==> src/rtl/assert_macros.svh <==
// Assertion macros shared by the RECTANGLE encrypt core RTL.
`ifndef ASSERT_MACROS_SVH
`define ASSERT_MACROS_SVH

// Immediate-style property checked on every clock edge outside reset.
`define RBE_ASSERT(lbl, prop, msg) \
  lbl: assert property (@(posedge clk) disable iff (!rst_n) (prop)) else $error(msg);

// Same-cycle implication: when ante holds, cons must hold.
`define RBE_ASSERT_IMPL(lbl, ante, cons, msg) \
  lbl: assert property (@(posedge clk) disable iff (!rst_n) (ante) |-> (cons)) else $error(msg);

// Next-cycle implication: when ante holds, cons must hold in the next cycle.
`define RBE_ASSERT_NEXT(lbl, ante, cons, msg) \
  lbl: assert property (@(posedge clk) disable iff (!rst_n) (ante) |=> (cons)) else $error(msg);

`endif

==> src/rtl/rbe_pkg.sv <==
// Types, constants and round functions for the RECTANGLE encrypt core.
package rbe_pkg;

  localparam int NUM_ROUNDS = 25;
  localparam int KEY_DEPTH  = NUM_ROUNDS + 1;
  localparam int SLOT_W     = 5;
  localparam int BLOCK_W    = 64;
  localparam int ROW_W      = 16;

  localparam int ROT_ROW1 = 1;
  localparam int ROT_ROW2 = 12;
  localparam int ROT_ROW3 = 13;

  localparam logic [SLOT_W-1:0] FINAL_KEY_SLOT = SLOT_W'(NUM_ROUNDS);

  typedef enum logic {
    CMD_ENCRYPT = 1'b0,
    CMD_LOAD    = 1'b1
  } rbe_cmd_t;

  // One pipeline stage: valid flag plus the item moving along with it.
  typedef struct packed {
    logic                valid;
    logic                is_load;
    logic [SLOT_W-1:0]   key_slot;
    logic [BLOCK_W-1:0]  data;
  } rbe_stage_t;

  function automatic logic [ROW_W-1:0] rotl16(input logic [ROW_W-1:0] v, input int amt);
    rotl16 = (v << amt) | (v >> (ROW_W - amt));
  endfunction

  // Bitsliced SubColumn S-box, row 0 is the low bit of each column nibble.
  function automatic logic [BLOCK_W-1:0] sub_column(input logic [BLOCK_W-1:0] blk);
    logic [ROW_W-1:0] a0, a1, a2, a3, n1, t3, t6, t8, b0, b1, b2, b3;
    a0 = blk[0*ROW_W +: ROW_W];
    a1 = blk[1*ROW_W +: ROW_W];
    a2 = blk[2*ROW_W +: ROW_W];
    a3 = blk[3*ROW_W +: ROW_W];
    n1 = ~a1;
    t3 = a2 ^ a3;
    b0 = (a0 & n1) ^ t3;
    t6 = a0 ^ (a3 | n1);
    b1 = a2 ^ t6;
    t8 = a1 ^ a2;
    b3 = t8 ^ (t3 & t6);
    b2 = t6 ^ (b0 | t8);
    sub_column = {b3, b2, b1, b0};
  endfunction

  // Full round: key XOR, SubColumn, ShiftRow.
  function automatic logic [BLOCK_W-1:0] enc_round(input logic [BLOCK_W-1:0] blk,
                                                    input logic [BLOCK_W-1:0] rkey);
    logic [BLOCK_W-1:0] s;
    s = sub_column(blk ^ rkey);
    enc_round = {rotl16(s[3*ROW_W +: ROW_W], ROT_ROW3),
                 rotl16(s[2*ROW_W +: ROW_W], ROT_ROW2),
                 rotl16(s[1*ROW_W +: ROW_W], ROT_ROW1),
                 s[0*ROW_W +: ROW_W]};
  endfunction

endpackage

==> src/rtl/rbe_round.sv <==
// One round stage of the encrypt pipeline, holding its own round key register.
module rbe_round import rbe_pkg::*; (
  input  logic              clk,
  input  logic              rst_n,
  input  logic              advance,
  input  logic [SLOT_W-1:0] round_idx,
  input  rbe_stage_t        stg_in,
  output rbe_stage_t        stg_out
);

  logic               valid_r;
  logic               valid_nxt;
  logic               is_load_r;
  logic [SLOT_W-1:0]  slot_r;
  logic [BLOCK_W-1:0] data_r;
  logic [BLOCK_W-1:0] data_nxt;
  logic [BLOCK_W-1:0] rkey_r;
  logic               key_wr;

  // A load passing this stage updates the key for every item behind it only.
  assign key_wr    = advance && stg_in.valid && stg_in.is_load && (stg_in.key_slot == round_idx);
  assign valid_nxt = advance ? stg_in.valid : valid_r;
  assign data_nxt  = stg_in.is_load ? stg_in.data : enc_round(stg_in.data, rkey_r);

  always_ff @(posedge clk) begin
    if (!rst_n) begin
      valid_r <= 1'b0;
    end else begin
      valid_r <= valid_nxt;
    end
  end

  always_ff @(posedge clk) begin
    if (advance) begin
      is_load_r <= stg_in.is_load;
      slot_r    <= stg_in.key_slot;
      data_r    <= data_nxt;
    end
    if (key_wr) begin
      rkey_r <= stg_in.data;
    end
  end

  assign stg_out = '{valid: valid_r, is_load: is_load_r, key_slot: slot_r, data: data_r};

endmodule

==> config.mk <==
export PLATFORM = sky130hd
export DESIGN_NAME = rbe_round
export DESIGN_NICKNAME = d
export VERILOG_FILES = /design/src/rtl/assert_macros.svh /design/src/rtl/rbe_pkg.sv /design/src/rtl/rbe_round.sv
export SDC_FILE = /design/constraint.sdc
export NUM_CORES = 1
export LEC_CHECK = 0
export BUFFER_PORTS_ARGS = -buffer_cell sky130_fd_sc_hd__buf_4
export CAP_MARGIN = 20
export CORE_MARGIN = 5
export CORE_UTILIZATION = 62
export CTS_BUF_LIST = sky130_fd_sc_hd__clkbuf_2
export CTS_CLUSTER_DIAMETER = 200
export DETAILED_ROUTE_END_ITERATION = 16
export PLACE_DENSITY = 0.93
export RECOVER_POWER = 50
export SLEW_MARGIN = 40
export SYNTH_ARGS = -nofsm -noshare
export SYNTH_HDL_FRONTEND = slang
export SYNTH_SLANG_ARGS = --single-unit
==> constraint.sdc <==
create_clock -name clk -period 19.93 [get_ports clk]
set_input_delay 3.986 -clock clk [delete_from_list [all_inputs] [get_ports clk]]
set_output_delay 3.986 -clock clk [all_outputs]
set_load 0.02 [all_outputs]
After elaboration in Yosys (flattened, before gate mapping)
Cells that the tools add are included.

Bits in registers: 135. Input port bits: 79. Output and inout bits: 71. Logic and storage cells: 26.

Equal/unequal tests: 1. Muxes and demuxes: 1. Bitwise gates (word level): 16. Reduce and logical (&&, ||, !) cells: 3.

Operator list (count): XOR 16 bit (7); 2-to-1 mux 64 bit (1); XOR 64 bit (1); AND 16 bit (2); bitwise OR 16 bit (2); inverter 16 bit (1); bitwise OR 16 x 1 -> 16 bit (1); bitwise OR 16 x 12 -> 16 bit (1); bitwise OR 16 x 13 -> 16 bit (1); == test 5 bit (1); logical AND 1 bit (3).

Longest topological paths before layout
Word-level depth: 8. Mapped depth: 6. Gate-level depth less buffers: 5.

Least setup slack after synthesis
Ideal clock, no wire load.

Kind: input -> register. Start: input stg_in[69] in the netlist's numbering. End: register rkey_r[0] (enable). Setup time: 0.565 ns. Arrival: 8.970 ns. Data required time: 19.365 ns. Path slack: 10.395 ns. Cell stages on the path: 4. Buffers on the path: 2. Path through: clkbuf_1 clkbuf_1 nand3_1 nor3_1.

Cells in the longest elaborated chain, start to end: 2.

Ends and longest elaborated chain: start, declared (RTL line rbe_round.sv:7) `input rbe_stage_t stg_in,`; logical AND 1 bit (2 in a row) (RTL line rbe_round.sv:21) `assign key_wr = advance && stg_in.valid && stg_in.is_load && (stg_in.key_slot == round_idx);`; via key_wr (RTL line rbe_round.sv:18) `logic key_wr;`; end signal, assigned (RTL line rbe_round.sv:40) `rkey_r <= stg_in.data;`; end, declared (RTL line rbe_round.sv:17) `logic [BLOCK_W-1:0] rkey_r;`.

The timed path passes the listed nets, and every way through them passes these cells. A chain may end at the register's enable or synchronous reset.

Final worst setup path
Start: input stg_in[69] in the netlist's numbering. End: register data_r[10], data pin.

Cells in the longest elaborated chain, start to end: 1.

Ends and longest elaborated chain: 2-to-1 mux 64 bit (RTL line rbe_round.sv:23) `assign data_nxt = stg_in.is_load ? stg_in.data : enc_round(stg_in.data, rkey_r);`; via data_nxt[10] (RTL line rbe_round.sv:16) `logic [BLOCK_W-1:0] data_nxt;`; end signal, assigned (RTL line rbe_round.sv:37) `data_r <= data_nxt;`; end, declared (RTL line rbe_round.sv:15) `logic [BLOCK_W-1:0] data_r;`.

The timed path passes the listed nets, and every way through them passes these cells.

==> metrics.md <==
| Metric | Value |
|---|---|
| Post-synth top flop | edfxtp_1 |
| Flops & latches, synth | around 140 |
| Fin. max-slew vios | about 200 |
| Register area share after synthesis | between 50% and 60% |
| CP Capture Type | flip-flop |
| DP HPWL | roughly 13 mm |
| # setup viols final | 0 |
| Final Cycle Share | 42.0% |
| Die area | around 15000 um2 |
| Number of port buffers | 149 |
| Setup CP Type | input port to flip-flop |
| Min Clock Period, post-route | about 8.4 ns |
| Worst hold path class | flip-flop to flip-flop |
| Power per Cell Area | between 60 and 70 nW/um2 |
| Initial antenna violation count | 0 |
| Core Rows | 40 |
| Worst-Skew Late Latency | approximately 0.74 ns |
| Area Growth Syn to Fin | 15.6% |
| Post-synth EDFFs | roughly 130 |
| Layout cells sized above 1 | about 15% |
| Hold path cells | 2 |
| Fin util | approximately three quarters |
| Multi-input gate area | roughly 3400 um2 |
| Vias/cell | 5.94 |
| Post-route ant nets | 0 |
| Post-CTS Resized | 0 |
| # clock sinks | 135 |
| FF/Latch Area | 4040 um2 |
| Clock Pin Slew Worst Setup and Hold Paths | 0.17 ns |
| Residual DRC | 0 |
| DP Worst Slack | 13.94 ns |
| Slew HR | -166% |
| Reg2reg path depth | 5 |
| Synth Instances | a little under 700 |
| Total nets after synthesis | 766 |
| H-tree depth | 4 |
| First-pass detailed-route iteration total | 5 |
| WHS | ~0.54 ns |
| Worst-Margin Slew | about 4.0 ns |
| Initial drt markers | 449 |
| Tot GR Track Use | between 20 and 30% |
| Total negative setup slack | 0 ns |
| Netlist Area Pre-Place | 7590 um2 |
| Core area | about 12000 um2 |
| Clock Tree Buf Depth | 2 |
| Pin count of the biggest net entering global routing | between 80 and 90 |
| CP Max Fanout | 83 |
| Post-synth top area cell | edfxtp_1 |
| Routed WL | ~18 mm |
| Num CTS Buffers | 17 |
| WP data required | a little over 20 ns |
| Crit start category | input port |
| Die width | between 100 and 150 um |
| GRT overflow | 0 |
| Filler cell count | between 800 and 900 |
| Leakage | 3.26 nW |
| Status | finished with violations |
| Initial Utilization | a little over three fifths |
| Vias | ~5900 |
| RSZ-0062 raised after global routing | no |
| Peak supply drop | 0.0475 mV |
| Max Cap Viol | 3 |
| Area after DPL | just under 9000 um2 |
| Ys Warns | 0 |
| Postcts setup bufs | 0 |
| Final WS setup | 11.57 ns |
| Clock Root Buffer | clkbuf_2 |
| Diode count | 0 |
| Vias in the first global route | 5995 |
| GP Congestion | 0.826 |
| Drt wl/cell | roughly 18 um |
| Final nets | between 900 and 1000 |
| Top-area cell type share of the netlist area | 53.0% |
| Cts hold-fix bufs | 0 |
| Failing checks | max-capacitance violations, max-slew violations |
| CTS tree | built |
| Syn Area/Cell | ~11 um2 |
| Fmax | between 100 and 150 MHz |
| Distinct cells, synth | 37 |
| Skew final | between 0.02 and 0.025 ns |
| Final instance area | 8780 um2 |
| Worst EP arrival | around 8.9 ns |
| # IOs | 150 |
| First-pass GRT wire length | between 20 and 30 mm |
| Die Span Y | around 120 um |
| Synth top area cells | edfxtp_1 53%, xor2_1 7.5%, xnor2_1 7.4% |
| Asr flop ratio synth | 0% |
| Final Hold Fails | 0 |
-- layout by cell type (no fill, tap or decap), types with 2 or more instances in the layout --
cell type | netlist | layout
nor2b_1 | 30 | 30
nor2_1 | 63 | 63
a22oi_1 | 13 | 13
mux2_2 | 17 | 16
buf_4 | 2 | 78
o41ai_1 | 2 | 2
o31ai_1 | 14 | 14
clkinv_1 | 0 | 4
a311oi_1 | 13 | 13
inv_1 | 14 | 14
xor2_2 | 3 | 3
clkbuf_1 | 13 | 72
a221oi_1 | 14 | 14
clkbuf_2 | 0 | 23
mux2_1 | 1 | 2
nand2_1 | 66 | 66
and3_1 | 16 | 16
mux2i_1 | 3 | 3
edfxtp_1 | 134 | 134
o21bai_1 | 2 | 2
nand2b_1 | 27 | 27
nor3b_1 | 15 | 15
xnor2_1 | 64 | 64
nand3_1 | 16 | 16
o21ai_0 | 31 | 31
bufinv_16 | 0 | 2
nor3_1 | 3 | 2
a21oi_1 | 34 | 34
a31oi_1 | 2 | 2
xor2_1 | 65 | 65
-- area by class of cell --
| type | instances | area share (%) |
|---|---|---|
| repair buffers | 152 | 9.96 |
| multi-input cells | 521 | 39.1 |
| inverters | 14 | 0.599 |
| well taps | 147 | 2.09 |
| clock buffers | 23 | 1.31 |
| clock inverters | 7 | 0.912 |
| flip-flops and latches | 135 | 46.1 |
-- sequential cells by signal, summed over array words and instances (netlist names) --
| signal | flops |
|---|---|
| is_load_r | 1 |
| valid_r | 1 |
| slot_r | 5 |
| rkey_r | 64 |
| data_r | 64 |
-- path summary, 6_finish.rpt --
| check | start | end | slack [ns] |
|---|---|---|---|
| max | stg_in[69] | data_r[10] | 11.57 |
| min | valid_r | valid_r | 0.54 |
| max reg2reg | rkey_r[0] | data_r[61] | 17.88 |
| min reg2reg | valid_r | valid_r | 0.54 |
-- logic make-up (layout without fill, tap and decap cells) --
family          Yosys count  in the layout  share of synthesized area (%)
mux                      21             21                           3.06
simple gates            240            240                           15.5
buf+inv                  31            196                           1.65
flops                   135            135                           53.3
compound gates          128            128                           11.0
xor+xnor                132            132                           15.5
-- report_power, final --
part,leakage (nW),total [mW],internal [mW],switching [mW]
combinational,1.86,0.128,0.0520,0.0762
sequential,1.27,0.335,0.330,0.00463
clock,0.134,0.151,0.0575,0.0939
-- synthesized netlist by cell type (3+ instances only) --
cell,n
edfxtp_1,134
nand2_1,66
xor2_1,65
xnor2_1,64
nor2_1,63
a21oi_1,34
o21ai_0,31
nor2b_1,30
nand2b_1,27
mux2_2,17
and3_1,16
nand3_1,16
nor3b_1,15
a221oi_1,14
inv_1,14
o31ai_1,14
a22oi_1,13
a311oi_1,13
clkbuf_1,13
mux2i_1,3
nor3_1,3
xor2_2,3
-- worst max-delay path, cell delays in order --
cell and delay (ns):
clkbuf_1 1.40, clkbuf_1 2.69, nor2_1 0.21, a221oi_1 0.42
nand2_1 0.10
-- per-layer routing --
layer / GRT usage (%) / wire (um) / share of wire (%)
met1: 29.2 / 6900 / 38
met2: 43.6 / 9180 / 51
met3: 7.25 / 1380 / 7.7
met4: 10.4 / 547 / 3.0
met5: 0 / 0 / 0
-- metrics by stage --
step	std cells	power, mW
final	999	0.614
after global routing	999	0.642
after CTS	999	0.620
after detailed placement	969	0.473
after global placement	969	0.466
after floorplan	687	0.418
(Power assumes the default switching activity.)
