## src/rtl/assert_macros.svh

```systemverilog
// Assertion macros shared by the RECTANGLE encrypt core RTL.
`ifndef ASSERT_MACROS_SVH
`define ASSERT_MACROS_SVH

// Immediate-style property checked on every clock edge outside reset.
`define RBE_ASSERT(lbl, prop, msg) \
  lbl: assert property (@(posedge clk) disable iff (!rst_n) (prop)) else $error(msg);

// Same-cycle implication: when ante holds, cons must hold.
`define RBE_ASSERT_IMPL(lbl, ante, cons, msg) \
  lbl: assert property (@(posedge clk) disable iff (!rst_n) (ante) |-> (cons)) else $error(msg);

// Next-cycle implication: when ante holds, cons must hold in the next cycle.
`define RBE_ASSERT_NEXT(lbl, ante, cons, msg) \
  lbl: assert property (@(posedge clk) disable iff (!rst_n) (ante) |=> (cons)) else $error(msg);

`endif

```

## src/rtl/rbe_pkg.sv

```systemverilog
// Types, constants and round functions for the RECTANGLE encrypt core.
package rbe_pkg;

  localparam int NUM_ROUNDS = 25;
  localparam int KEY_DEPTH  = NUM_ROUNDS + 1;
  localparam int SLOT_W     = 5;
  localparam int BLOCK_W    = 64;
  localparam int ROW_W      = 16;

  localparam int ROT_ROW1 = 1;
  localparam int ROT_ROW2 = 12;
  localparam int ROT_ROW3 = 13;

  localparam logic [SLOT_W-1:0] FINAL_KEY_SLOT = SLOT_W'(NUM_ROUNDS);

  typedef enum logic {
    CMD_ENCRYPT = 1'b0,
    CMD_LOAD    = 1'b1
  } rbe_cmd_t;

  // One pipeline stage: valid flag plus the item moving along with it.
  typedef struct packed {
    logic                valid;
    logic                is_load;
    logic [SLOT_W-1:0]   key_slot;
    logic [BLOCK_W-1:0]  data;
  } rbe_stage_t;

  function automatic logic [ROW_W-1:0] rotl16(input logic [ROW_W-1:0] v, input int amt);
    rotl16 = (v << amt) | (v >> (ROW_W - amt));
  endfunction

  // Bitsliced SubColumn S-box, row 0 is the low bit of each column nibble.
  function automatic logic [BLOCK_W-1:0] sub_column(input logic [BLOCK_W-1:0] blk);
    logic [ROW_W-1:0] a0, a1, a2, a3, n1, t3, t6, t8, b0, b1, b2, b3;
    a0 = blk[0*ROW_W +: ROW_W];
    a1 = blk[1*ROW_W +: ROW_W];
    a2 = blk[2*ROW_W +: ROW_W];
    a3 = blk[3*ROW_W +: ROW_W];
    n1 = ~a1;
    t3 = a2 ^ a3;
    b0 = (a0 & n1) ^ t3;
    t6 = a0 ^ (a3 | n1);
    b1 = a2 ^ t6;
    t8 = a1 ^ a2;
    b3 = t8 ^ (t3 & t6);
    b2 = t6 ^ (b0 | t8);
    sub_column = {b3, b2, b1, b0};
  endfunction

  // Full round: key XOR, SubColumn, ShiftRow.
  function automatic logic [BLOCK_W-1:0] enc_round(input logic [BLOCK_W-1:0] blk,
                                                    input logic [BLOCK_W-1:0] rkey);
    logic [BLOCK_W-1:0] s;
    s = sub_column(blk ^ rkey);
    enc_round = {rotl16(s[3*ROW_W +: ROW_W], ROT_ROW3),
                 rotl16(s[2*ROW_W +: ROW_W], ROT_ROW2),
                 rotl16(s[1*ROW_W +: ROW_W], ROT_ROW1),
                 s[0*ROW_W +: ROW_W]};
  endfunction

endpackage

```

## src/rtl/rbe_out_if.sv

```systemverilog
// Result channel of the RECTANGLE encrypt core: one ciphertext block per beat.
interface rbe_out_if import rbe_pkg::*; ();
  logic                valid;
  logic                ready;
  logic [BLOCK_W-1:0]  ciphertext;

  modport source (output valid, output ciphertext, input ready);
  modport sink   (input valid, input ciphertext, output ready);
endinterface

```

## src/rtl/rbe_out_buf.sv

```systemverilog
// Final key addition and two-entry output buffer of the RECTANGLE encrypt core.
`include "assert_macros.svh"
module rbe_out_buf import rbe_pkg::*; (
  input  logic        clk,
  input  logic        rst_n,
  input  rbe_stage_t  stg_in,
  output logic        advance,
  rbe_out_if.source   out_ch
);

  logic               v0_r, v0_nxt, v1_r, v1_nxt;
  logic [BLOCK_W-1:0] d0_r, d0_nxt, d1_r, d1_nxt;
  logic [BLOCK_W-1:0] fkey_r;
  logic [BLOCK_W-1:0] result;
  logic               push;
  logic               pop;
  logic               key_wr;

  // The pipeline moves whenever the buffer has room after this cycle's pop.
  assign advance = !v1_r || out_ch.ready;

  assign result = stg_in.data ^ fkey_r;
  assign push   = advance && stg_in.valid && !stg_in.is_load;
  assign key_wr = advance && stg_in.valid && stg_in.is_load &&
                  (stg_in.key_slot == FINAL_KEY_SLOT);
  assign pop    = v0_r && out_ch.ready;

  always_comb begin
    v0_nxt = v0_r;
    v1_nxt = v1_r;
    d0_nxt = d0_r;
    d1_nxt = d1_r;
    if (pop) begin
      d0_nxt = d1_r;
      v0_nxt = v1_r;
      v1_nxt = 1'b0;
    end
    if (push) begin
      if (!v0_nxt) begin
        d0_nxt = result;
        v0_nxt = 1'b1;
      end else begin
        d1_nxt = result;
        v1_nxt = 1'b1;
      end
    end
  end

  always_ff @(posedge clk) begin
    if (!rst_n) begin
      v0_r <= 1'b0;
      v1_r <= 1'b0;
    end else begin
      v0_r <= v0_nxt;
      v1_r <= v1_nxt;
    end
  end

  always_ff @(posedge clk) begin
    d0_r <= d0_nxt;
    d1_r <= d1_nxt;
    if (key_wr) begin
      fkey_r <= stg_in.data;
    end
  end

  assign out_ch.valid      = v0_r;
  assign out_ch.ciphertext = d0_r;

  `RBE_ASSERT(a_buf_order, !v1_r || v0_r, "second buffer entry held without a head entry")
  `RBE_ASSERT_NEXT(a_push_seen, push && !v0_r, v0_r, "pushed block did not reach the head")
  `RBE_ASSERT_NEXT(a_pop_refill, pop && v1_r, v0_r, "second entry lost on a pop")

endmodule

```

## src/flat_wrapper.sv

```systemverilog
// flat-port wrapper written by rule: the top's interface ports become plain ports
module rbe_out_buf_flat import rbe_pkg::*;
  (clk, rst_n, stg_in, advance, out_ch_valid, out_ch_ciphertext, out_ch_ready);
  rbe_out_if out_ch_i ();
  input  logic clk;
  input  logic rst_n;
  input  rbe_stage_t stg_in;
  output logic advance;
  output wire logic [$bits(out_ch_i.valid)-1:0] out_ch_valid;
  output wire logic [$bits(out_ch_i.ciphertext)-1:0] out_ch_ciphertext;
  input wire logic [$bits(out_ch_i.ready)-1:0] out_ch_ready;
  assign out_ch_valid = out_ch_i.valid;
  assign out_ch_ciphertext = out_ch_i.ciphertext;
  assign out_ch_i.ready = out_ch_ready;
  rbe_out_buf u_core (.clk(clk), .rst_n(rst_n), .stg_in(stg_in), .advance(advance), .out_ch(out_ch_i));
endmodule
```

## config.mk

```make
export PLATFORM = sky130hd
export DESIGN_NAME = rbe_out_buf_flat
export DESIGN_NICKNAME = d
export VERILOG_FILES = /design/src/rtl/rbe_pkg.sv /design/src/rtl/rbe_out_if.sv /design/src/rtl/rbe_out_buf.sv /design/src/flat_wrapper.sv
export VERILOG_INCLUDE_DIRS = /design/src /design/src/rtl
export SDC_FILE = /design/constraint.sdc
export NUM_CORES = 1
export LEC_CHECK = 0
export ABC_AREA = 1
export BUFFER_PORTS_ARGS = -buffer_cell sky130_fd_sc_hd__buf_4
export CORE_ASPECT_RATIO = 1.1
export CORE_UTILIZATION = 50
export DETAILED_ROUTE_END_ITERATION = 7
export PLACE_DENSITY = 0.76
export SYNTH_ARGS = -nofsm -noshare
export SYNTH_HDL_FRONTEND = slang
export SYNTH_SLANG_ARGS = --single-unit
```

## constraint.sdc

```tcl
create_clock -name clk -period 6.17 [get_ports clk]
set_clock_uncertainty 0.2 [all_clocks]
set_input_delay 1.234 -clock clk [delete_from_list [all_inputs] [get_ports clk]]
set_output_delay 1.234 -clock clk [all_outputs]
set_load 0.02 [all_outputs]
```

# Word level (Yosys, flattened, before mapping)
# Index checks and enable logic that the tools add are counted.
[totals]
register_bits = 194
out_inout_bits = 66
wordCells = 24
[classes]
eq_ne = 1
n_mux = 8
n_bitwise = 1
n_reduce_logical = 9
[op_table]
columns = ["op", "count"]
rows = [
  ["$mux 64", 3],
  ["$xor 64x64->64", 1],
  ["$eq 5x5->1 const B", 1],
  ["$logic_and 1x1->1", 5],
  ["$mux 1", 5],
  ["$logic_not 1->1", 2],
  ["$reduce_and 2->1", 1],
  ["$logic_or 1x1->1", 1],
]

# Logic depth before layout (Yosys ltp)
# Gate-level depths: netlist of the first run.
[depth]
word_depth = 5
depth_mapped = 8
mapped_depth_nobuf = 6

# Worst setup path after synthesis of the first run
# Ideal clock, no wire load.
[synth_path]
kind = "input-to-reg"
startpoint = "input out_ch_ready"
endpoint = "register u_core.fkey_r[0] (enable)"
setup_ns = 0.565
t_arrival_ns = 5.857
required_time_ns = 5.405
setup_slack_ns = -0.453
path_stages = 4
cell_sequence = "inv_2 -> nand2_2 -> nand2_1 -> nor3_1"
[synth_between]
elab_chain_len = 4
[synth_lines]
columns = ["element", "line_no", "source"]
rows = [
  ["start, declared", "flat_wrapper.sv:11", "input wire logic [$bits(out_ch_i.ready)-1:0] out_ch_ready;"],
  ["$logic_or 1x1->1", "rbe_out_buf.sv:20", "assign advance = !v1_r || out_ch.ready;"],
  ["named net advance", "flat_wrapper.sv:8", "output logic advance;"],
  ["$logic_and 1x1->1 (3 in series)", "rbe_out_buf.sv:24", "assign key_wr = advance && stg_in.valid && stg_in.is_load &&"],
  ["named net u_core.key_wr", "rbe_out_buf.sv:17", "logic key_wr;"],
  ["end signal, assigned", "rbe_out_buf.sv:63", "fkey_r <= stg_in.data;"],
  ["end, declared", "rbe_out_buf.sv:13", "logic [BLOCK_W-1:0] fkey_r;"],
]
# The timed path passes the listed nets, and every way through them passes these cells.
# A chain may end at the register's enable or synchronous reset.

# Final worst setup path of the first run
[layout_path]
startpoint = "input out_ch_ready"
endpoint = "register u_core.d0_r[8] (netlist: u_core.out_ch.ciphertext[8])"
[layout_between]
elab_chain_len = 4
word_cells_on_any_way = 8
classes_between = "mux (4); reduce/logical (4)"
[layout_lines]
columns = ["element", "line_no", "source"]
rows = [
  ["$logic_and 1x1->1 or $logic_or 1x1->1 (tied branches)", "rbe_out_buf.sv:26, rbe_out_buf.sv:20", ""],
  ["$mux 64 (tied with other cells)", "rbe_out_buf.sv:33", "if (pop) begin"],
  ["$mux 64 or $logic_and 1x1->1 (tied branches)", "rbe_out_buf.sv:39, rbe_out_buf.sv:23", ""],
  ["$mux 64 (*)", "rbe_out_buf.sv:38", "if (push) begin"],
  ["named net u_core.d0_nxt[8]", "rbe_out_buf.sv:12", "logic [BLOCK_W-1:0] d0_r, d0_nxt, d1_r, d1_nxt;"],
  ["end signal, assigned", "rbe_out_buf.sv:60", "d0_r <= d0_nxt;"],
  ["end, declared", "rbe_out_buf.sv:12", ""],
]
# The timed path passes the listed nets; every way through them passes the cells marked *.

==> results of run 1 <==
-- worst register-to-register path, delay by kind of cell, from the launching register on --
kind | cells | cell delay [ps]
simple gates | 5 | 2140
flops | 1 | 340
-- worst max path at each step --
stage / startpoint / endpoint / slack, ps / cells after the start
after floorplan: out_ch_ready / u_core.d1_r[0]$_DFFE_PP_ / 1060 / 5
after global placement: out_ch_ready / u_core.out_ch.ciphertext[6]$_DFF_P_ / 2470 / 7
after detailed placement: out_ch_ready / u_core.out_ch.ciphertext[20]$_DFF_P_ / 2440 / 7
after CTS: out_ch_ready / u_core.out_ch.ciphertext[20]$_DFF_P_ / 2840 / 7
after global routing: out_ch_ready / u_core.out_ch.ciphertext[32]$_DFF_P_ / 2650 / 7
final: out_ch_ready / u_core.out_ch.ciphertext[8]$_DFF_P_ / 2840 / 7
-- final cells by class --
cell class | instances | area share
clock buffers | 20 | 0.0500
flip-flops and latches | 194 | 0.552
multi-input cells | 464 | 0.237
clock inverters | 12 | 0.0164
repair buffers | 146 | 0.117
inverters | 6 | 0.00241
well taps | 192 | 0.0257
-- through the flow --
stage,instances,cell area (um2)
2_1_floorplan,698,7600
3_3_place_gp,1002,8740
3_5_place_dp,1002,8740
4_1_cts,1034,9360
5_1_grt,1034,9360
6_report,1034,9360
-- flip-flops by register name, summed over array words and instances, names as in the netlist --
| register | cells |
|---|---|
| u_core.d1_r | 64 |
| u_core.fkey_r | 64 |
| u_core.out_ch.ciphertext | 64 |
| u_core.out_ch.valid | 1 |
| u_core.v1_r | 1 |
-- per-layer routing --
layer / routed length, um / up-vias
met5: 0 / -
met4: 237 / 0
met3: 727 / 18
met2: 7660 / 125
met1: 6340 / 2253
li1: - / 2548
-- cells by family (layout without fill, tap and decap cells) --
logic type             after synthesis  count (layout)  share of synthesized area
AND/OR/NAND/NOR                    333             333                      0.169
flip-flops                         194             194                      0.680
AO/OA/AOI/OAI                       67              67                     0.0450
XOR/XNOR                            64              64                     0.0738
buffers and inverters               40             184                     0.0315
-- power groups by stage --
| stage | Clock [mW] | Combinational [mW] | Sequential [mW] |
|---|---|---|---|
| after floorplan | 0 | 0.164 | 1.62 |
| after CTS | 1.15 | 0.445 | 1.51 |
| after global placement | 0 | 0.434 | 1.54 |
| final | 1.14 | 0.440 | 1.51 |
| after detailed placement | 0 | 0.443 | 1.54 |
| after global routing | 1.20 | 0.486 | 1.52 |
-- cells in the mapped netlist --
master	number
clkbuf_2	4
xor2_1	64
a21boi_2	1
inv_1	4
clkbuf_1	4
nor3_1	1
nor2_8	1
buf_4	8
buf_2	13
o21ai_1	40
buf_6	5
nand2_1	323
nand3_1	1
o21ai_0	25
a21oi_1	1
nand3_4	1
nand2_2	1
nor2_1	5
dfxtp_1	66
edfxtp_1	128
inv_2	2
==> results by group, run 1 <==
CTS
  • Hold Buf Count CTS: 0
  • Reg clk slew, reported paths: 70 ps
  • Clk_lat worst skew: 420 ps
  • Clock sink count: 194
  • CTS HTree Levels: 4
  • CTS resizes: 0
  • CTS Buf Count: 17
  • CTS tree: built
  • Clock Tree Root: clkbuf_16
  • Post-CTS setup buffer count: 0
  • Clock buffer depth: 2

Floorplan
  • Die area: 15700 um2
  • Die Span Y: between 100 and 150 um
  • Core Footprint: 14600 um2
  • Chip Width: 119 um
  • I/O pins: 140
  • Initial core utilization: 0.519
  • # rows: 46

Global route
  • Largest net degree at the start of global routing: a little under 70
  • Gr ovfl total: 0
  • Vias in the first global route: between 4000 and 5000
  • Met3 Usage GRT: 0.0473
  • Busiest grt layer: met2
  • Grt met1 use: 0.235
  • Initial antenna violation count: 0
  • First-pass GRT wire length: 23800 um
  • Total track usage: 0.197
  • Met2 Resource Use GR: 0.342

Final layout
  • Commonest non-fill, non-tap cell in the layout: nand2_1
  • Area growth from synthesis to layout: 23.3%
  • Commonest cells after routing, fill and taps aside: nand2_1 (322), buf_4 (146), edfxtp_1 (128)
  • Sequential Area: 5160 um2
  • Core Util, Final: 0.640
  • Multi-input logic area: 2220 um2
  • Layout cells sized above 1: 0.222
  • FILL cells: 1166
  • Final nets: approximately 900
  • ANT cells: 0

Timing
  • Min cycle time layout: 3330 ps
  • Unrepaired setup endpoints after global routing: false
  • Fmax: ~0.30 GHz
  • Slew Viols, Final: 0
  • Tightest Pin Transition: 936 ps
  • Hold Slack: about 330 ps
  • Setup violations, final: 0
  • Slew margin rel.: 0.376
  • Setup_tns: 0 ps
  • Final setup margin: about 2800 ps
  • Tcrit/Tclk final: 0.540
  • Final hold vios: 0

Power and ir drop
  • Peak supply drop: 0.000184 V
  • Cell area power density: 330 nW/um2
  • Clock Power Share: 0.368
  • Leakage: 4.06 nW
  • Int Pwr: 2.33 mW
  • Pwr Total: 3.09 mW
  • Sw Ratio: 0.247
  • Gate power share: 0.143
  • Sw Pwr: 763 uW
  • Seq pwr share: 0.489

Synth
  • Yosys top cell area share: 0.506
  • Sequential element share of the synthesized area: 0.680
  • Syn Area/Cell: 10.9 um2
  • Synth unique cells: 21
  • Netlist Area Pre-Place: 7590 um2
  • Synth Net Count: 772
  • Area contributors post-synth: edfxtp_1 (51%), dfxtp_1 (17%), nand2_1 (16%)
  • Yosys warnings: 0
  • Synthesized flop and latch total: 194
  • Mapped Cells: 698
  • Yosys top cell by area: edfxtp_1

Critical path
  • R2r worst-path depth: 5
  • Critical R2R Launch: u_core.v1_r$_SDFF_PN0_
  • CP Max Fanout: 67
  • CP endpoint kind: flop
  • WS Path Type: input port to flop
  • FF-to-FF End: u_core.out_ch.ciphertext[8]$_DFF_P_
  • Critical Path AT: 3500 ps
  • Worst Setup Start Kind: input port
  • Crit path buf inv count: 2
  • Most numerous cell on the critical path: nand2_1
  • FF-to-FF setup slack: 3440 ps
  • Critical Path RT: around 6300 ps
  • Critical path's slowest cell: nor2_8
  • CP Cell Sequence: buf_4 > inv_2 > nand2_2 > nand3_4 > nor2_8 > nand2_1 > nand2_1
  • Critical Path Max Stage Delay: around 1000 ps
  • CP top delay family: simple AND/OR/NAND/NOR gates

Run
  • # Max-Cap Violations: 0

Detailed routing
  • DR pass1 iterations: 4
  • DR DRC count: 0
  • DRT iter0 DRCs: 348
  • Vias: 4944
  • Post-DRT Antenna Nets: 0
  • DR vias/cell: about 4.8
  • WL final: approximately 15000 um
  • DR WL/cell: between 10 and 15 um

Min path
  • Worst Hold End: u_core.out_ch.ciphertext[18]$_DFF_P_
  • WHS Path Cells: 4
  • HP Start: u_core.d1_r[18]$_DFFE_PP_
  • HP Class: flop to flop

Outcome
  • Status: completed

Place
  • Pre-CTS WS: ~2400 ps
  • Routability cong.: about 0.7
  • IO buf count: about 140
  • Final HPWL DP: around 8900 um
Power figures use the tool's default switching activity.
==> run 2: changes to the inputs <==
--- a/config.mk
+++ b/config.mk
@@ -6,7 +6,7 @@
 export SDC_FILE = /design/constraint.sdc
 export NUM_CORES = 1
 export LEC_CHECK = 0
-export ABC_AREA = 1
+export ABC_AREA = 0
 export BUFFER_PORTS_ARGS = -buffer_cell sky130_fd_sc_hd__buf_4
 export CORE_ASPECT_RATIO = 1.1
 export CORE_UTILIZATION = 50
==> constraint.sdc (replaced) <==
create_clock -name clk -period 2.85 [get_ports clk]
set_clock_uncertainty 0.2 [all_clocks]
set_input_delay 0.57 -clock clk [delete_from_list [all_inputs] [get_ports clk]]
set_output_delay 0.57 -clock clk [all_outputs]
set_load 0.02 [all_outputs]
==> run 2 against run 1 <==
Effect of this change: final area increased by 1.3%; sequential power increased by 120%; critical endpoint is now advance; critical path depth decreased by 4; hold slack got worse by 200 ps; wire length decreased by 11%; critical path type is now flop to output pin; synthesized cell count decreased by 40%.
==> results by group, run 2 <==
Outcome
  • Status: completed (unchanged)

Final layout
  • Final nets: 642 (was 903)
  • FILL cells: 1146 (was 1166)
  • Layout cells sized above 1: 0.535 (was 0.222)
  • Commonest non-fill, non-tap cell in the layout: buf_4 (was nand2_1)
  • Core Util, Final: 0.630 (was 0.640)
  • Commonest cells after routing, fill and taps aside: buf_4 (141), edfxtp_1 (128), mux2_2 (68) (was nand2_1 (322), buf_4 (146), edfxtp_1 (128))
  • Area growth from synthesis to layout: 23.5% (was 23.3%)
  • ANT cells: 0 (unchanged)

Synth
  • Synth Area in XOR/XNOR: 0.0730 (was 0.0738)
  • Post-Synth Simple-Gate Area: 0.0109 (was 0.169)
  • Synth Flop Type: edfxtp_1 (unchanged)
  • Netlist Area Pre-Place: 7680 um2 (was 7590 um2)
  • Mapped Cells: 417 (was 698)
  • Synthesized flop and latch total: 194 (unchanged)
  • Asr flop ratio synth: 0 (unchanged)
  • Most frequent cells after synthesis: edfxtp_1 (128), mux2_2 (68), dfxtp_1 (66) (was nand2_1 (323), edfxtp_1 (128), dfxtp_1 (66))
  • Yosys top cell area share: 0.500 (was 0.506)
  • Post-Synth Adder-Cell Area: 0 (unchanged)
  • Post-synthesis compound-gate area fraction: 0.00228 (was 0.0450)
  • Synth unique cells: 22 (was 21)
  • Syn Area/Cell: 18.4 um2 (was 10.9 um2)
  • Most frequent cell after synthesis: edfxtp_1 (was nand2_1)
  • Synth Net Count: 491 (was 772)
  • Mux contribution to synthesized area: 0.217 (was 0)
  • Area contributors post-synth: edfxtp_1 (50%), dfxtp_1 (17%), mux2_4 (12%) (was edfxtp_1 (51%), dfxtp_1 (17%), nand2_1 (16%))
  • Sequential element share of the synthesized area: 0.672 (was 0.680)
  • Largest family of logic cells by synthesized area: multiplexers (was simple AND/OR/NAND/NOR gates)
  • Yosys top cell by area: edfxtp_1 (unchanged)
  • Yosys warnings: 0 (unchanged)
  • Post-synth EDFFs: 128 (unchanged)

Timing
  • Slew Viols, Final: 0 (unchanged)
  • Min cycle time layout: 2050 ps
  • Tcrit/Tclk final: 0.719
  • Tightest Pin Transition: 407 ps (was 936 ps)
  • Hold Slack: 138 ps (was 334 ps)
  • Unrepaired setup endpoints after global routing: false (unchanged)
  • Final hold vios: 0 (unchanged)
  • Fmax: 0.488 GHz
  • Slew margin rel.: 0.729 (was 0.376)
  • Setup violations, final: 0 (unchanged)

Detailed routing
  • DR pass1 iterations: 4 (unchanged)
  • DR vias/cell: 4.97 (was 4.78)
  • Post-DRT Antenna Nets: 0 (unchanged)
  • Vias: 3863 (was 4944)
  • DRT iter0 DRCs: 241 (was 348)
  • WL final: 13300 um (was 15000 um)
  • DR DRC count: 0 (unchanged)
  • DR WL/cell: 17.1 um (was 14.5 um)

CTS
  • Reg clk slew, reported paths: 70 ps (about the same)
  • CTS HTree Levels: 4 (unchanged)
  • Clk_lat worst skew: 420 ps (about the same)
  • CTS resizes: 0 (unchanged)
  • Hold Buf Count CTS: 0 (unchanged)
  • Clock sink count: 194 (unchanged)
  • CTS Buf Count: 17 (unchanged)
  • Post-CTS setup buffer count: 0 (unchanged)
  • Clock Tree Root: clkbuf_16 (unchanged)
  • CTS tree: built (unchanged)
  • Clock buffer depth: 2 (unchanged)

Critical path
  • CP Cell Sequence: nor2b_2 > inv_1 > buf_4 (was buf_4 > inv_2 > nand2_2 > nand3_4 > nor2_8 > nand2_1 > nand2_1)
  • Critical Path AT: 1280 ps (was 3500 ps)
  • Critical Path RT: 2080 ps (was 6340 ps)
  • Crit path buf inv count: 2 (unchanged)
  • FF-to-FF End: u_core.out_ch.ciphertext[16]$_DFF_P_ (was u_core.out_ch.ciphertext[8]$_DFF_P_)
  • CP top delay family: flip-flops (was simple AND/OR/NAND/NOR gates)
  • Critical path's slowest cell: dfxtp_1 (was nor2_8)
  • R2r worst-path depth: 4 (was 5)
  • Worst Setup Start Kind: flop (was input port)
  • Critical Path Max Stage Delay: 350 ps (was 1010 ps)
  • CP endpoint kind: output pin (was flop)
  • WS Path Type: flop to output pin (was input port to flop)
  • CP Max Fanout: 4 (was 67)
  • CP Launch Point: u_core.v1_r$_SDFF_PN0_ (was out_ch_ready)
  • Critical R2R Launch: u_core.out_ch.valid$_SDFF_PN0_ (was u_core.v1_r$_SDFF_PN0_)
  • FF-to-FF setup slack: 940 ps (was 3440 ps)

Run
  • # Max-Cap Violations: 0 (unchanged)

Min path
  • Worst Hold End: u_core.fkey_r[21]$_DFFE_PP_ (was u_core.out_ch.ciphertext[18]$_DFF_P_)
  • HP Class: input port to flop (was flop to flop)
  • WHS Path Cells: 1 (was 4)
  • HP Start: stg_in[21] (was u_core.d1_r[18]$_DFFE_PP_)

Place
  • Final HPWL DP: 8540 um (was 8860 um)
  • IO buf count: 139 (unchanged)
  • Routability cong.: 0.707 (was 0.703)

Floorplan
  • Chip Width: 120 um (was 119 um)
  • Initial core utilization: 0.510 (was 0.519)
  • # rows: 47 (was 46)
  • Die area: 15900 um2 (was 15700 um2)
  • I/O pins: 140 (unchanged)
  • Die Span Y: 132 um (was 131 um)
  • Core Footprint: 15100 um2 (was 14600 um2)

Global route
  • Gr ovfl total: 0 (unchanged)
  • Initial antenna violation count: 0 (unchanged)
  • Largest net degree at the start of global routing: 66 (was 68)
  • Total track usage: 0.180 (was 0.197)
  • Vias in the first global route: 4207 (was 4888)
  • First-pass GRT wire length: 21600 um (was 23800 um)

Power and ir drop
  • Cell area power density: 701 nW/um2 (was 330 nW/um2)
  • Peak supply drop: 0.000434 V (was 0.000184 V)
  • Leakage: 3.76 nW (was 4.06 nW)
==> run 2: cell types whose count changed in the layout (fill, tap and decap cells not counted), sizes merged, moves of 3 or more <==
cell and delta:
inv -4, nor2b +3, mux2 +128, clkinvlp -3, o21ai -65, clkinv +6
nor2 -4, nand2 -322
==> run 2: how the worst max path moves through the flow <==
stage | slack (ps) | end | depth (start not counted)
floorplan | -120 | u_core.fkey_r[0]$_DFFE_PP_ | 2
global placement | 650 | u_core.out_ch.ciphertext[50]$_DFF_P_ | 5
detailed placement | 600 | u_core.out_ch.ciphertext[15]$_DFF_P_ | 5
CTS | 770 | advance | 3
global route | 710 | advance | 3
finish | 800 | advance | 3
==> run 2: worst reg2reg max path, cell delays in order, from the launching register on <==
cell	delay, ps
dfxtp_1	370
nand2_4	300
buf_4	300
mux2_2	360
mux2_4	270
==> run 2: layer usage <==
metal / GRT usage / part of all wire / vias to the layer above
met1: 0.219 / 0.42 / 1914
met4: 0.0646 / 0.016 / 0
met3: 0.0567 / 0.052 / 15
met2: 0.300 / 0.51 / 100
met5: 0 / 0 / -
li1: - / - / 1834
==> run 2: power by group <==
group	total, mW	internal (mW)	switching, mW
clock	2.22	1.22	0.995
combinational	1.15	0.656	0.494
sequential	3.28	3.19	0.0960
total	6.65	5.06	1.59
==> run 2: cell families after synthesis <==
family | after synthesis
compound gates | 3
xor+xnor | 64
buf+inv | 15
flops | 194
mux | 128
simple gates | 13
==> run 2: metrics by stage <==
stage | area (um2) | TNS [ps] | power, mW | setup WS [ps] | instances
after detailed placement | 8930 | 0 | 4.50 | 603 | 745
after global placement | 8930 | 0 | 4.47 | 653 | 745
after floorplan | 7690 | -7430 | 4.05 | -116 | 417
after CTS | 9480 | 0 | 6.72 | 770 | 777
after global routing | 9480 | 0 | 6.90 | 709 | 777
final | 9480 | 0 | 6.65 | 800 | 777
==> run 2: cell type report <==
| type | instances | area, um2 | share of cell area |
|---|---|---|---|
| inverter | 1 | 3.75 | 0.000396 |
| sequential | 194 | 5160 | 0.545 |
| tap | 196 | 245 | 0.0259 |
| clock buffer | 18 | 439 | 0.0463 |
| timing repair buffer | 146 | 1160 | 0.122 |
| multi-input combinational | 208 | 2360 | 0.249 |
| clock inverter | 14 | 113 | 0.0119 |
